### config.mk
export PLATFORM = sky130hd
export DESIGN_NAME = wave_table_sound_channel
export DESIGN_NICKNAME = d
export VERILOG_FILES = /design/src/rtl/wts_pkg.sv /design/src/rtl/wts_wave_mem.sv /design/src/rtl/wave_table_sound_channel.sv
export SDC_FILE = /design/constraint.sdc
export NUM_CORES = 1
export LEC_CHECK = 0
export ABC_AREA = 1
export BUFFER_PORTS_ARGS = -buffer_cell sky130_fd_sc_hd__buf_2
export CORE_MARGIN = 5
export CORE_UTILIZATION = 35
export DETAILED_ROUTE_END_ITERATION = 10
export PLACE_DENSITY = 0.48
export SLEW_MARGIN = 20
export SYNTH_ARGS = -nofsm -noshare
export SYNTH_HDL_FRONTEND = slang
export SYNTH_SLANG_ARGS = --single-unit
### constraint.sdc
create_clock -name clk -period 3.4 [get_ports clk]
set_clock_uncertainty 0.1 [all_clocks]
set_input_delay 0.85 -clock clk [delete_from_list [all_inputs] [get_ports clk]]
set_output_delay 0.85 -clock clk [all_outputs]
set_load 0.1 [all_outputs]
### src/rtl/wts_pkg.sv
// Shared types and constants for the wave-table sound channel.
// No dependencies; imported by the wave memory, the channel top and the testbench.
package wts_pkg;

  localparam int WAVE_BYTES  = 16;
  localparam int WAVE_AW     = $clog2(WAVE_BYTES);
  localparam int START_DELAY = 6;
  localparam int READ_HOLD   = 2;
  localparam int COUNT_W     = 14;
  localparam int PERIOD_W    = 13;
  localparam int WINDOW_W    = 8;

  // transaction kinds on the input stream
  typedef enum logic [2:0] {
    MODE_TICK    = 3'd0,
    MODE_REG_WR  = 3'd1,
    MODE_REG_RD  = 3'd2,
    MODE_WAVE_WR = 3'd3,
    MODE_WAVE_RD = 3'd4,
    MODE_PWR_OFF = 3'd5,
    MODE_PWR_ON  = 3'd6
  } mode_t;

  // register indexes
  localparam logic [2:0] REG_CTRL    = 3'd0;
  localparam logic [2:0] REG_LENGTH  = 3'd1;
  localparam logic [2:0] REG_VOLUME  = 3'd2;
  localparam logic [2:0] REG_FREQ_LO = 3'd3;
  localparam logic [2:0] REG_FREQ_HI = 3'd4;

  typedef enum logic [1:0] {
    LOCK_NORMAL = 2'd0,
    LOCK_SINGLE = 2'd1,
    LOCK_NONE   = 2'd2
  } lock_t;

  // one write and one read port per cycle
  typedef struct packed {
    logic               we;
    logic [WAVE_AW-1:0] waddr;
    logic [7:0]         wdata;
    logic [WAVE_AW-1:0] raddr;
  } mem_req_t;

endpackage

### src/rtl/wts_wave_mem.sv
// Wave memory: 16 bytes, one write and one registered read per cycle.
// Per-byte valid flags give the power-up pattern without a clearing pass.
// Depends on wts_pkg.
module wts_wave_mem
  import wts_pkg::*;
(
  input  logic       clk,
  input  logic       rst_n,
  input  mem_req_t   req,
  output logic [7:0] rdata
);

  logic [7:0]         mem [WAVE_BYTES];
  logic [WAVE_BYTES-1:0] valid_r;
  logic [7:0]         q_r;
  logic               q_valid_r;
  logic               q_odd_r;

  always_ff @(posedge clk) begin
    if (req.we) begin
      mem[req.waddr] <= req.wdata;
    end
    q_r     <= mem[req.raddr];
    q_odd_r <= req.raddr[0];
  end

  always_ff @(posedge clk) begin
    if (!rst_n) begin
      valid_r   <= '0;
      q_valid_r <= 1'b0;
    end else begin
      q_valid_r <= valid_r[req.raddr];
      if (req.we) begin
        valid_r[req.waddr] <= 1'b1;
      end
    end
  end

  // unwritten bytes read as 0x00 (even) / 0xff (odd)
  assign rdata = q_valid_r ? q_r : {8{q_odd_r}};

endmodule

### src/rtl/wave_table_sound_channel.sv
// Wave-table sound channel: one result per input transaction, one transaction in work at a time.
// Path to out_tvalid: register, power and wave-write items go straight to DONE, an unlocked wave
// read passes WRD, a trigger inside a read window passes COPY (byte copies through the memory port),
// and a playing tick batch runs LOOP (one period wrap per step) and FETCH if it wrapped; DONE waits
// out any output stall. in_tready returns at the edge that loads the result, so items do not overlap.
// Reset (rst_n low, synchronous) clears control state; wave bytes read 0x00/0xff until written.
module wave_table_sound_channel
  import wts_pkg::*;
#(
  parameter int START_CYCLES = START_DELAY,
  parameter int HOLD_CYCLES  = READ_HOLD
)
(
  input  logic        clk,
  input  logic        rst_n,
  input  logic        in_tvalid,
  output logic        in_tready,
  input  logic [5:0]  in_tuser,   // mode[2:0], reg_select[5:3]
  input  logic [23:0] in_tdata,   // wave_addr[3:0], data[11:4], ticks[17:12],
                                  // zero pad[23:18]
  output logic        out_tvalid,
  input  logic        out_tready,
  output logic [15:0] out_tdata   // level[3:0], read_data[11:4], channel_on[12],
                                  // dac_on[13], zero pad[15:14]
);

  typedef enum logic [5:0] {
    ST_IDLE  = 6'b000001,
    ST_LOOP  = 6'b000010,
    ST_FETCH = 6'b000100,
    ST_COPY  = 6'b001000,
    ST_WRD   = 6'b010000,
    ST_DONE  = 6'b100000
  } state_t;

  logic [2:0]         in_mode;
  logic [2:0]         in_sel;
  logic [WAVE_AW-1:0] in_addr;
  logic [7:0]         in_data;
  logic [5:0]         in_ticks;

  assign in_mode  = in_tuser[2:0];
  assign in_sel   = in_tuser[5:3];
  assign in_addr  = in_tdata[3:0];
  assign in_data  = in_tdata[11:4];
  assign in_ticks = in_tdata[17:12];

  state_t                     state_r, state_nxt;
  logic [10:0]                freq_r, freq_nxt;
  logic [PERIOD_W-1:0]        period_r, period_nxt;
  logic signed [COUNT_W-1:0]  count_r, count_nxt;
  logic [4:0]                 pos_r, pos_nxt;
  logic [7:0]                 fetched_r, fetched_nxt;
  logic signed [WINDOW_W-1:0] rw_r, rw_nxt;
  logic [2:0]                 shift_r, shift_nxt;
  lock_t                      lock_r, lock_nxt;
  logic                       dac_r, dac_nxt;
  logic                       playing_r, playing_nxt;
  logic                       powered_r, powered_nxt;
  logic                       stop_r, stop_nxt;
  logic                       adjusted_r, adjusted_nxt;
  logic [5:0]                 ticks_r, ticks_nxt;
  logic [7:0]                 rd_r, rd_nxt;
  logic [WAVE_AW-1:0]         copy_src_r, copy_src_nxt;
  logic                       copy_four_r, copy_four_nxt;
  logic [2:0]                 copy_idx_r, copy_idx_nxt;
  logic                       out_tvalid_r, out_tvalid_nxt;
  logic [15:0]                out_tdata_r, out_tdata_nxt;

  mem_req_t   mem_req;
  logic [7:0] mem_rdata;

  // scratch values of the combinational update
  logic [11:0]                freq_diff;
  logic [PERIOD_W-1:0]        new_period;
  logic [4:0]                 next_pos;
  logic signed [WINDOW_W-1:0] rw_left;
  logic [2:0]                 copy_last;
  logic [3:0]                 nibble;
  logic [3:0]                 level;
  logic [1:0]                 vol_code;

  wts_wave_mem u_mem (
    .clk   (clk),
    .rst_n (rst_n),
    .req   (mem_req),
    .rdata (mem_rdata)
  );

  assign in_tready  = (state_r == ST_IDLE);
  assign out_tvalid = out_tvalid_r;
  assign out_tdata  = out_tdata_r;

  assign nibble    = pos_r[0] ? fetched_r[3:0] : fetched_r[7:4];
  assign level     = shift_r[2] ? 4'd0 : (nibble >> shift_r[1:0]);
  assign vol_code  = shift_r[1:0] + 2'd1;
  assign next_pos  = pos_r + 5'd1;
  assign copy_last = copy_four_r ? 3'd4 : 3'd1;
  assign rw_left   = rw_r - $signed({2'b00, ticks_r});

  always_comb begin
    state_nxt      = state_r;
    freq_nxt       = freq_r;
    period_nxt     = period_r;
    count_nxt      = count_r;
    pos_nxt        = pos_r;
    fetched_nxt    = fetched_r;
    rw_nxt         = rw_r;
    shift_nxt      = shift_r;
    lock_nxt       = lock_r;
    dac_nxt        = dac_r;
    playing_nxt    = playing_r;
    powered_nxt    = powered_r;
    stop_nxt       = stop_r;
    adjusted_nxt   = adjusted_r;
    ticks_nxt      = ticks_r;
    rd_nxt         = rd_r;
    copy_src_nxt   = copy_src_r;
    copy_four_nxt  = copy_four_r;
    copy_idx_nxt   = copy_idx_r;
    out_tvalid_nxt = out_tvalid_r && !out_tready;
    out_tdata_nxt  = out_tdata_r;
    mem_req        = '0;
    freq_diff      = '0;
    new_period     = period_r;

    unique case (state_r)
      ST_IDLE: begin
        if (in_tvalid) begin
          rd_nxt    = 8'h00;
          ticks_nxt = in_ticks;
          state_nxt = ST_DONE;
          unique case (in_mode)
            MODE_TICK: begin
              if (period_r == '0 || !playing_r) begin
                lock_nxt = LOCK_NORMAL;
              end else begin
                count_nxt    = count_r - $signed({{(COUNT_W-6){1'b0}}, in_ticks});
                adjusted_nxt = 1'b0;
                state_nxt    = ST_LOOP;
              end
            end
            MODE_REG_WR: begin
              if (powered_r) begin
                unique case (in_sel)
                  REG_CTRL: begin
                    if (!in_data[7]) begin
                      playing_nxt = 1'b0;
                      dac_nxt     = 1'b0;
                      lock_nxt    = LOCK_NORMAL;
                    end else begin
                      dac_nxt   = 1'b1;
                      lock_nxt  = LOCK_NONE;
                      count_nxt = $signed({1'b0, period_r});
                    end
                  end
                  REG_VOLUME: begin
                    shift_nxt = (in_data[6:5] == 2'd0) ? 3'd4 : {1'b0, in_data[6:5] - 2'd1};
                  end
                  REG_FREQ_LO: begin
                    freq_nxt   = {freq_r[10:8], in_data};
                    freq_diff  = 12'd2048 - {1'b0, freq_nxt};
                    new_period = {freq_diff, 1'b0};
                    period_nxt = new_period;
                  end
                  REG_FREQ_HI: begin
                    freq_nxt   = {in_data[2:0], freq_r[7:0]};
                    freq_diff  = 12'd2048 - {1'b0, freq_nxt};
                    new_period = {freq_diff, 1'b0};
                    period_nxt = new_period;
                    stop_nxt   = in_data[6];
                    if (in_data[7]) begin
                      // trigger inside a read window corrupts the first bytes
                      if (rw_r > 0 && dac_r) begin
                        lock_nxt      = LOCK_NORMAL;
                        copy_four_nxt = |next_pos[4:3];
                        copy_src_nxt  = (|next_pos[4:3]) ? {next_pos[4:3], 2'b00}
                                                         : next_pos[4:1];
                        copy_idx_nxt  = 3'd0;
                        state_nxt     = ST_COPY;
                      end
                      rw_nxt      = '0;
                      pos_nxt     = '0;
                      count_nxt   = $signed({1'b0, new_period}) +
                                    $signed(COUNT_W'(START_CYCLES));
                      playing_nxt = dac_r;
                    end
                  end
                  default: begin
                  end
                endcase
              end
            end
            MODE_REG_RD: begin
              unique case (in_sel)
                REG_CTRL:    rd_nxt = {dac_r, 7'h7f};
                REG_VOLUME:  rd_nxt = shift_r[2] ? 8'h9f : {1'b1, vol_code, 5'h1f};
                REG_FREQ_HI: rd_nxt = {1'b1, stop_r, 6'h3f};
                default:     rd_nxt = 8'hff;
              endcase
            end
            MODE_WAVE_WR: begin
              unique case (lock_r)
                LOCK_NORMAL: begin
                  mem_req.we    = 1'b1;
                  mem_req.waddr = in_addr;
                  mem_req.wdata = in_data;
                end
                LOCK_SINGLE: begin
                  mem_req.we    = 1'b1;
                  mem_req.waddr = pos_r[4:1];
                  mem_req.wdata = in_data;
                end
                default: begin
                end
              endcase
            end
            MODE_WAVE_RD: begin
              unique case (lock_r)
                LOCK_NORMAL: begin
                  mem_req.raddr = in_addr;
                  state_nxt     = ST_WRD;
                end
                LOCK_SINGLE: rd_nxt = fetched_r;
                default:     rd_nxt = 8'hff;
              endcase
            end
            MODE_PWR_OFF: begin
              pos_nxt = '0;
              if (powered_r) begin
                dac_nxt    = 1'b0;
                lock_nxt   = LOCK_NORMAL;
                shift_nxt  = 3'd4;
                freq_nxt   = '0;
                period_nxt = PERIOD_W'(4096);
                stop_nxt   = 1'b0;
              end
              playing_nxt = 1'b0;
              powered_nxt = 1'b0;
            end
            MODE_PWR_ON: powered_nxt = 1'b1;
            default: begin
            end
          endcase
        end
      end

      // one period wrap per cycle
      ST_LOOP: begin
        if (count_r <= 0) begin
          pos_nxt      = next_pos;
          lock_nxt     = LOCK_SINGLE;
          rw_nxt       = $signed(count_r[WINDOW_W-1:0]) + $signed(WINDOW_W'(HOLD_CYCLES));
          adjusted_nxt = 1'b1;
          count_nxt    = count_r + $signed({1'b0, period_r});
        end else begin
          mem_req.raddr = pos_r[4:1];
          if (adjusted_r) begin
            if (rw_r <= 0) begin
              lock_nxt = LOCK_NONE;
            end
            state_nxt = ST_FETCH;
          end else begin
            if (rw_r > 0) begin
              rw_nxt = rw_left;
              if (rw_left <= 0) begin
                lock_nxt = LOCK_NONE;
              end
            end else begin
              lock_nxt = LOCK_NONE;
            end
            state_nxt = ST_DONE;
          end
        end
      end

      ST_FETCH: begin
        fetched_nxt = mem_rdata;
        state_nxt   = ST_DONE;
      end

      // read source k while writing source k-1 into byte k-1
      ST_COPY: begin
        if (copy_idx_r < copy_last) begin
          mem_req.raddr = copy_src_r + {2'b00, copy_idx_r[1:0]};
        end
        if (copy_idx_r != 3'd0) begin
          mem_req.we    = 1'b1;
          mem_req.waddr = {2'b00, copy_idx_r[1:0] - 2'd1};
          mem_req.wdata = mem_rdata;
        end
        copy_idx_nxt = copy_idx_r + 3'd1;
        if (copy_idx_r == copy_last) begin
          state_nxt = ST_DONE;
        end
      end

      ST_WRD: begin
        rd_nxt    = mem_rdata;
        state_nxt = ST_DONE;
      end

      ST_DONE: begin
        if (!out_tvalid_r || out_tready) begin
          out_tvalid_nxt = 1'b1;
          out_tdata_nxt  = {2'b00, dac_r, playing_r, rd_r, level};
          state_nxt      = ST_IDLE;
        end
      end

      default: state_nxt = ST_IDLE;
    endcase
  end

  always_ff @(posedge clk) begin
    if (!rst_n) begin
      state_r      <= ST_IDLE;
      freq_r       <= '0;
      period_r     <= '0;
      count_r      <= '0;
      pos_r        <= '0;
      fetched_r    <= '0;
      rw_r         <= '0;
      shift_r      <= 3'd4;
      lock_r       <= LOCK_NORMAL;
      dac_r        <= 1'b0;
      playing_r    <= 1'b0;
      powered_r    <= 1'b1;
      stop_r       <= 1'b0;
      adjusted_r   <= 1'b0;
      copy_idx_r   <= '0;
      out_tvalid_r <= 1'b0;
    end else begin
      state_r      <= state_nxt;
      freq_r       <= freq_nxt;
      period_r     <= period_nxt;
      count_r      <= count_nxt;
      pos_r        <= pos_nxt;
      fetched_r    <= fetched_nxt;
      rw_r         <= rw_nxt;
      shift_r      <= shift_nxt;
      lock_r       <= lock_nxt;
      dac_r        <= dac_nxt;
      playing_r    <= playing_nxt;
      powered_r    <= powered_nxt;
      stop_r       <= stop_nxt;
      adjusted_r   <= adjusted_nxt;
      copy_idx_r   <= copy_idx_nxt;
      out_tvalid_r <= out_tvalid_nxt;
    end
  end

  always_ff @(posedge clk) begin
    ticks_r     <= ticks_nxt;
    rd_r        <= rd_nxt;
    copy_src_r  <= copy_src_nxt;
    copy_four_r <= copy_four_nxt;
    out_tdata_r <= out_tdata_nxt;
  end

endmodule

## After elaboration in Yosys (flattened, before gate mapping)

Memory sizes are Yosys's and may differ from the RTL's. A register that Yosys moved wholly into a read port is not among the register bits.
Index checks and enable logic that the tools add are counted.

- Flip-flop bits (word level): 130
- RAM bits: 128
- Input port bits: 34
- Output and inout bits: 18
- Memories kept: 1

- Add/sub/neg operators: 13
- Order comparisons: 8
- Eq/ne operators: 58
- Shifts and indexed selects: 1
- Muxes and demuxes: 119
- Bitwise gates (word level): 1
- Reductions and logical operators: 40

Memories:

| memory | words | width | read ports | clocked after Yosys merged registers in | wr ports | RTL line | text |
|---|---|---|---|---|---|---|---|
| u_mem.mem | 16 | 8 | 1 | 1 | 1 | wts_wave_mem.sv:13 | `logic [7:0] mem [WAVE_BYTES];` |

Operators with widths:

| kind | count |
|---|---|
| $pmux W13 S2 | 4 |
| $mux W14 | 6 |
| $pmux W14 S2 | 3 |
| $mux W8 | 10 |
| $mux W6 | 11 |
| $pmux W8 S2 | 4 |
| $mux W13 | 4 |
| $pmux W11 S2 | 2 |
| $reduce_and A7 Y1 | 6 |
| $mux W3 | 11 |
| $ne A3 B3 Y1 const B | 11 |
| $pmux W6 S5 | 1 |
| $ne A2 B2 Y1 const B | 13 |
| $mux W5 | 5 |
| $mux W2 | 12 |
| $pmux W8 S3 | 1 |
| $reduce_and A6 Y1 | 4 |
| $sub A12 B11 Y12 const A | 2 |
| $mux W11 | 2 |
| $mux W4 | 5 |
| $ne A4 B4 Y1 const B | 5 |
| $pmux W5 S2 | 2 |
| $mux W1 | 19 |
| $pmux W6 S3 | 1 |
| 59 further kinds | 96 |

## Depth between registers and ports, before layout

- Depth after elaboration: 10
- Mapped depth: 17
- Mapped depth without buffers: 17

## Hierarchy

Synthesis repeated with hierarchy kept, for this count alone.

- Cell total of the unflattened synthesis: 1640
- Area total of the unflattened synthesis: 13875.8 µm²

By module, submodules not included:

| module | instances | cells each | area each (µm²) | seq. area each (µm²) |
|---|---|---|---|---|
| wave_table_sound_channel | 1 | 1108 | 7759.9 | 2552.4 |
| wts_wave_mem | 1 | 532 | 6115.9 | 4364.2 |

## Least setup slack after synthesis

Ideal clock, no wire load.

- Kind: in2reg
- Start point: input port in_tuser[2]
- End point: memory u_mem.mem[0][7], data pin
- Library setup time: 0.330 ns
- Arrival time: 2.498 ns
- Data required time: 2.970 ns
- Setup slack: 0.472 ns
- Stages: 6
- Buffers on the path: 1
- Path through: buf_2 -> nor3_2 -> inv_1 -> nor3_4 -> inv_1 -> o21ai_0

RTL lines:

| what | RTL line | text |
|---|---|---|
| start, declared | wave_table_sound_channel.sv:18 | `input logic [5:0] in_tuser,` |
| end, declared | wts_wave_mem.sv:13 |  |

## Worst setup path in the final report

- Start point: register copy_idx_r[0]
- End point: register u_mem.q_r[0], read port of u_mem.mem

- Word-level cells in the longest chain between the ends: 3
- Elaborated cells on any way between the ends: 4

Ends and longest elaborated chain:

| what | RTL line | text |
|---|---|---|
| start, declared | wave_table_sound_channel.sv:66 | `logic [2:0] copy_idx_r, copy_idx_nxt;` |
| start signal, assigned | wave_table_sound_channel.sv:348 | `copy_idx_r <= copy_idx_nxt;` |
| $add A4 B2 Y4 or $lt A3 B3 Y1 (tied branches) | wave_table_sound_channel.sv:285, wave_table_sound_channel.sv:284 |  |
| $mux W4 * | wave_table_sound_channel.sv:284 | `if (copy_idx_r < copy_last) begin` |
| $pmux W4 S3 * | wave_table_sound_channel.sv:127 | `unique case (state_r)` |
| end, declared | wts_wave_mem.sv:15 | `logic [7:0] q_r;` |

Mark *: on every way between the ends. The rest lies on a longest branch, timed or not.
A chain may end at the register's enable or synchronous reset.

==> metrics.cfg <==
[status]
status = complete, no violations

[clocking]
postCtsHoldBufs = 0
cts.htree.levels = 1
cts.repair.resized = 0
clock_latency_ps = 580
cts_tree = built
clk_pin_slew_ps = 60
cts.sinks = 265
root_buffer = clkbuf_16
numCtsBuffers = 31
cts.path.max_buffers = 3
postCtsSetupBuffers = 0

[yosys]
ys_ff_latch = 265
synthAdderAreaFrac_pct = 3.673
yosys.cell_count.top_type = nand2_1
synth.top_cells.by_count = 283 x nand2_1, 198 x inv_1, 161 x edfxtp_1
synthSimpleGateAreaFrac_pct = 21.93
avgSynthCellArea_sq_um = 8.532
ys_types = 60
synth_top_area_share_pct = 34.28
synth_area_leader_cell = edfxtp_1
synth_compound_area_share_pct = 15.38
synthMuxAreaShare_pct = 0
synth_area_leaders = edfxtp_1 34%, dfxtp_1 15%, nand2_1 7.5%
ys.flop_type = edfxtp_1
synthArstFlopShare_pct = 0
synth_top_family_by_area = simple AND/OR/NAND/NOR gates
syn_area_sq_um = 14100
synth_cells = 1653
synth-edff-count = 161
yosysSeqAreaShare_pct = 49.04
synth-xor-area-share_pct = 2.174
yosys_warnings = 0

[critical_path]
r2r-end = u_mem.q_r[0]
arrival_ps = 3330
worstPathMaxFanout = 14
endpoint_kind = flip-flop
crit_path_start_kind = flip-flop
r2r-start = copy_idx_r[0]
path_class = flip-flop to flip-flop
required_ps = 3760
reg2reg_slack_ps = 440
r2r_cells = 12

[sta]
max_freq_mhz = 337.3
setup_tns_ps = 0
drv_slew = 0
post-route-min-period_ps = 2965
setup_viol = 0
fin_crit_sh_pct = 87.19
slew_headroom_pct = 38.97
rsz0062_at_grt = no
finalHoldViolations = 0
worst_slew_pin_slew_ps = 912.0

[detailed_routing]
drc = 0
vias_per_cell = 5.036
wl_mm = 41.67
vias = 11477
wl_per_cell_um = 18.29
ant_nets = 0
first_pass_iters = 5
first_iter_violations = 749

[worst_hold_path]
hold_depth = 0
hp-start = rd_r[0]
whs_endpoint = out_tdata[4]
hold_path_class = flip-flop to flip-flop

[grt]
grt_pass1_wl_mm = 64.78
grt_use_total_pct = 18.44
gr-total-overflow = 0
grt_pass1_vias = 11246
antenna_found_initial = 0
grt_start_max_net_pins = 46

[placement]
dpl.hpwl_mm = 30.22
place_congestion = 0.8509
io_buffers = 43

[die]
core_sq_um = 39820
initial_utilization_pct = 35.42
pin_count = 52
die-area_sq_um = 44410
die_y_um = 210.7
rows = 73
die_width_um = 210.7

[flow_run]
maxCapViolCount = 0

[final_layout]
fin_nets = 1802
drive_gt1_share_pct = 14.08
finish.utilization_pct = 40.79
antenna_cells = 0
syn2layout_area_growth_pct = 15.17

[power]
ir_drop_mv = 0.3880
p_leak_uw = 0.006669
power.density_nw_per_um2 = 527.5

placed cells by master (no fill, tap or decap), types with 5 or more instances in the layout:
cell type  netlist  routed
clkbuf_1        28       7
nand2_2          9       9
clkinv_1         2       6
nand2_1        283     283
nor2_1         150     150
or2_2           21      21
dfxtp_1        104     104
o21ai_1         19      21
inv_2           25      26
nand4_1         16      16
o211ai_1        43      43
a22oi_1          8       8
xor2_1          31      31
buf_2           13      43
nor2_2          12      12
nand3b_1         9       9
nor3_1          15      15
clkinv_2         1       6
a31oi_1         13      13
a211oi_1        15      15
inv_1          198     197
a21oi_1        128     128
bufinv_16        0       7
o21ai_0         85      83
clkbuf_16        0      31
edfxtp_1       161     161
ha_1            35      35
nand3_1        134     134
buf_4            8      46
o22ai_1         11      11
nor2_4           6       6
o21bai_1         5       5
a211oi_2         9       9
through the flow:
| step | cells | hold slack (ps) | power [uW] | instance area [sq um] | worst slack [ps] |
|---|---|---|---|---|---|
| 2_1_floorplan | 1654 | 300.3 | 4635 | 14110 | 471.8 |
| 4_1_cts | 2279 | 318.8 | 8665 | 16240 | 393.7 |
| 3_5_place_dp | 2221 | 304.5 | 5047 | 15150 | 221.8 |
| 3_3_place_gp | 2221 | 304.7 | 5045 | 15150 | 243.8 |
| 6_report | 2279 | 318.7 | 8568 | 16240 | 435.5 |
| 5_1_grt | 2279 | 324.0 | 8960 | 16240 | 219.8 |
layer usage:
metal / wire length, um / part of all wire, % / vias to the layer above / GRT usage, %
li1: - / - / 5784 / -
met1: 19170 / 46 / 5395 / 25.08
met2: 19540 / 47 / 226 / 30.64
met3: 1660 / 4.0 / 72 / 2.703
met4: 1307 / 3.1 / 0 / 5.544
met5: 0 / 0 / - / 0
final cells by class:
cell class	instances	area, sq um
clock buffers	39	815.8
well taps	525	656.9
inverters	228	862.1
repair buffers	92	620.6
flip-flops and latches	265	6917
clock inverters	19	276.5
multi-input cells	1111	6095
fillers	4068	23580
cell families (layout without fill, tap and decap cells):
| family | Yosys count | after routing |
|---|---|---|
| AO/OA/AOI/OAI | 358 | 358 |
| XOR/XNOR | 35 | 35 |
| adder cells (fa/ha/maj) | 39 | 39 |
| buffers and inverters | 278 | 378 |
| flip-flops | 265 | 265 |
| other | 1 | 2 |
| AND/OR/NAND/NOR | 677 | 677 |
critical path, stage by stage (launching register included):
cell and delay [ps]:
dfxtp_1 390, ha_1 250, fa_1 380, xor2_1 170, nand2_1 100, o21ai_1 110, a21oi_2 620, buf_4 350
nand3_1 100, nand2_1 80, nand2_1 60, nand3_1 90, nand2_1 50
sequential cells by signal (all words and copies together), names as in the netlist, 5 cells and up:
name / count
u_mem.q_r: 8
fetched_r: 8
pos_r: 5
state_r: 6
period_r: 12
rw_r: 8
out_tdata: 14
rd_r: 8
u_mem.mem: 128
count_r: 14
ticks_r: 6
u_mem.valid_r: 16
freq_r: 11
worst max path at each step:
| stage | start | end | slack [ps] |
|---|---|---|---|
| final | copy_idx_r[0] | u_mem.q_r[0] | 440 |
| after global routing | copy_idx_r[0] | u_mem.q_r[1] | 220 |
| after CTS | copy_idx_r[0] | u_mem.q_r[0] | 390 |
| after detailed placement | in_tuser[1] | u_mem.mem[2][4] | 220 |
| after global placement | in_tuser[1] | u_mem.mem[2][4] | 240 |
| after floorplan | in_tuser[2] | u_mem.mem[0][7] | 470 |
power by group:
group	switching [uW]	total (uW)	internal (uW)	leakage (uW)
combinational	956	1390	431	0.00361
clock	1350	3580	2230	0.000535
sequential	96.2	3600	3510	0.00253
total	2410	8570	6160	0.00667
(Power assumes the default switching activity.)
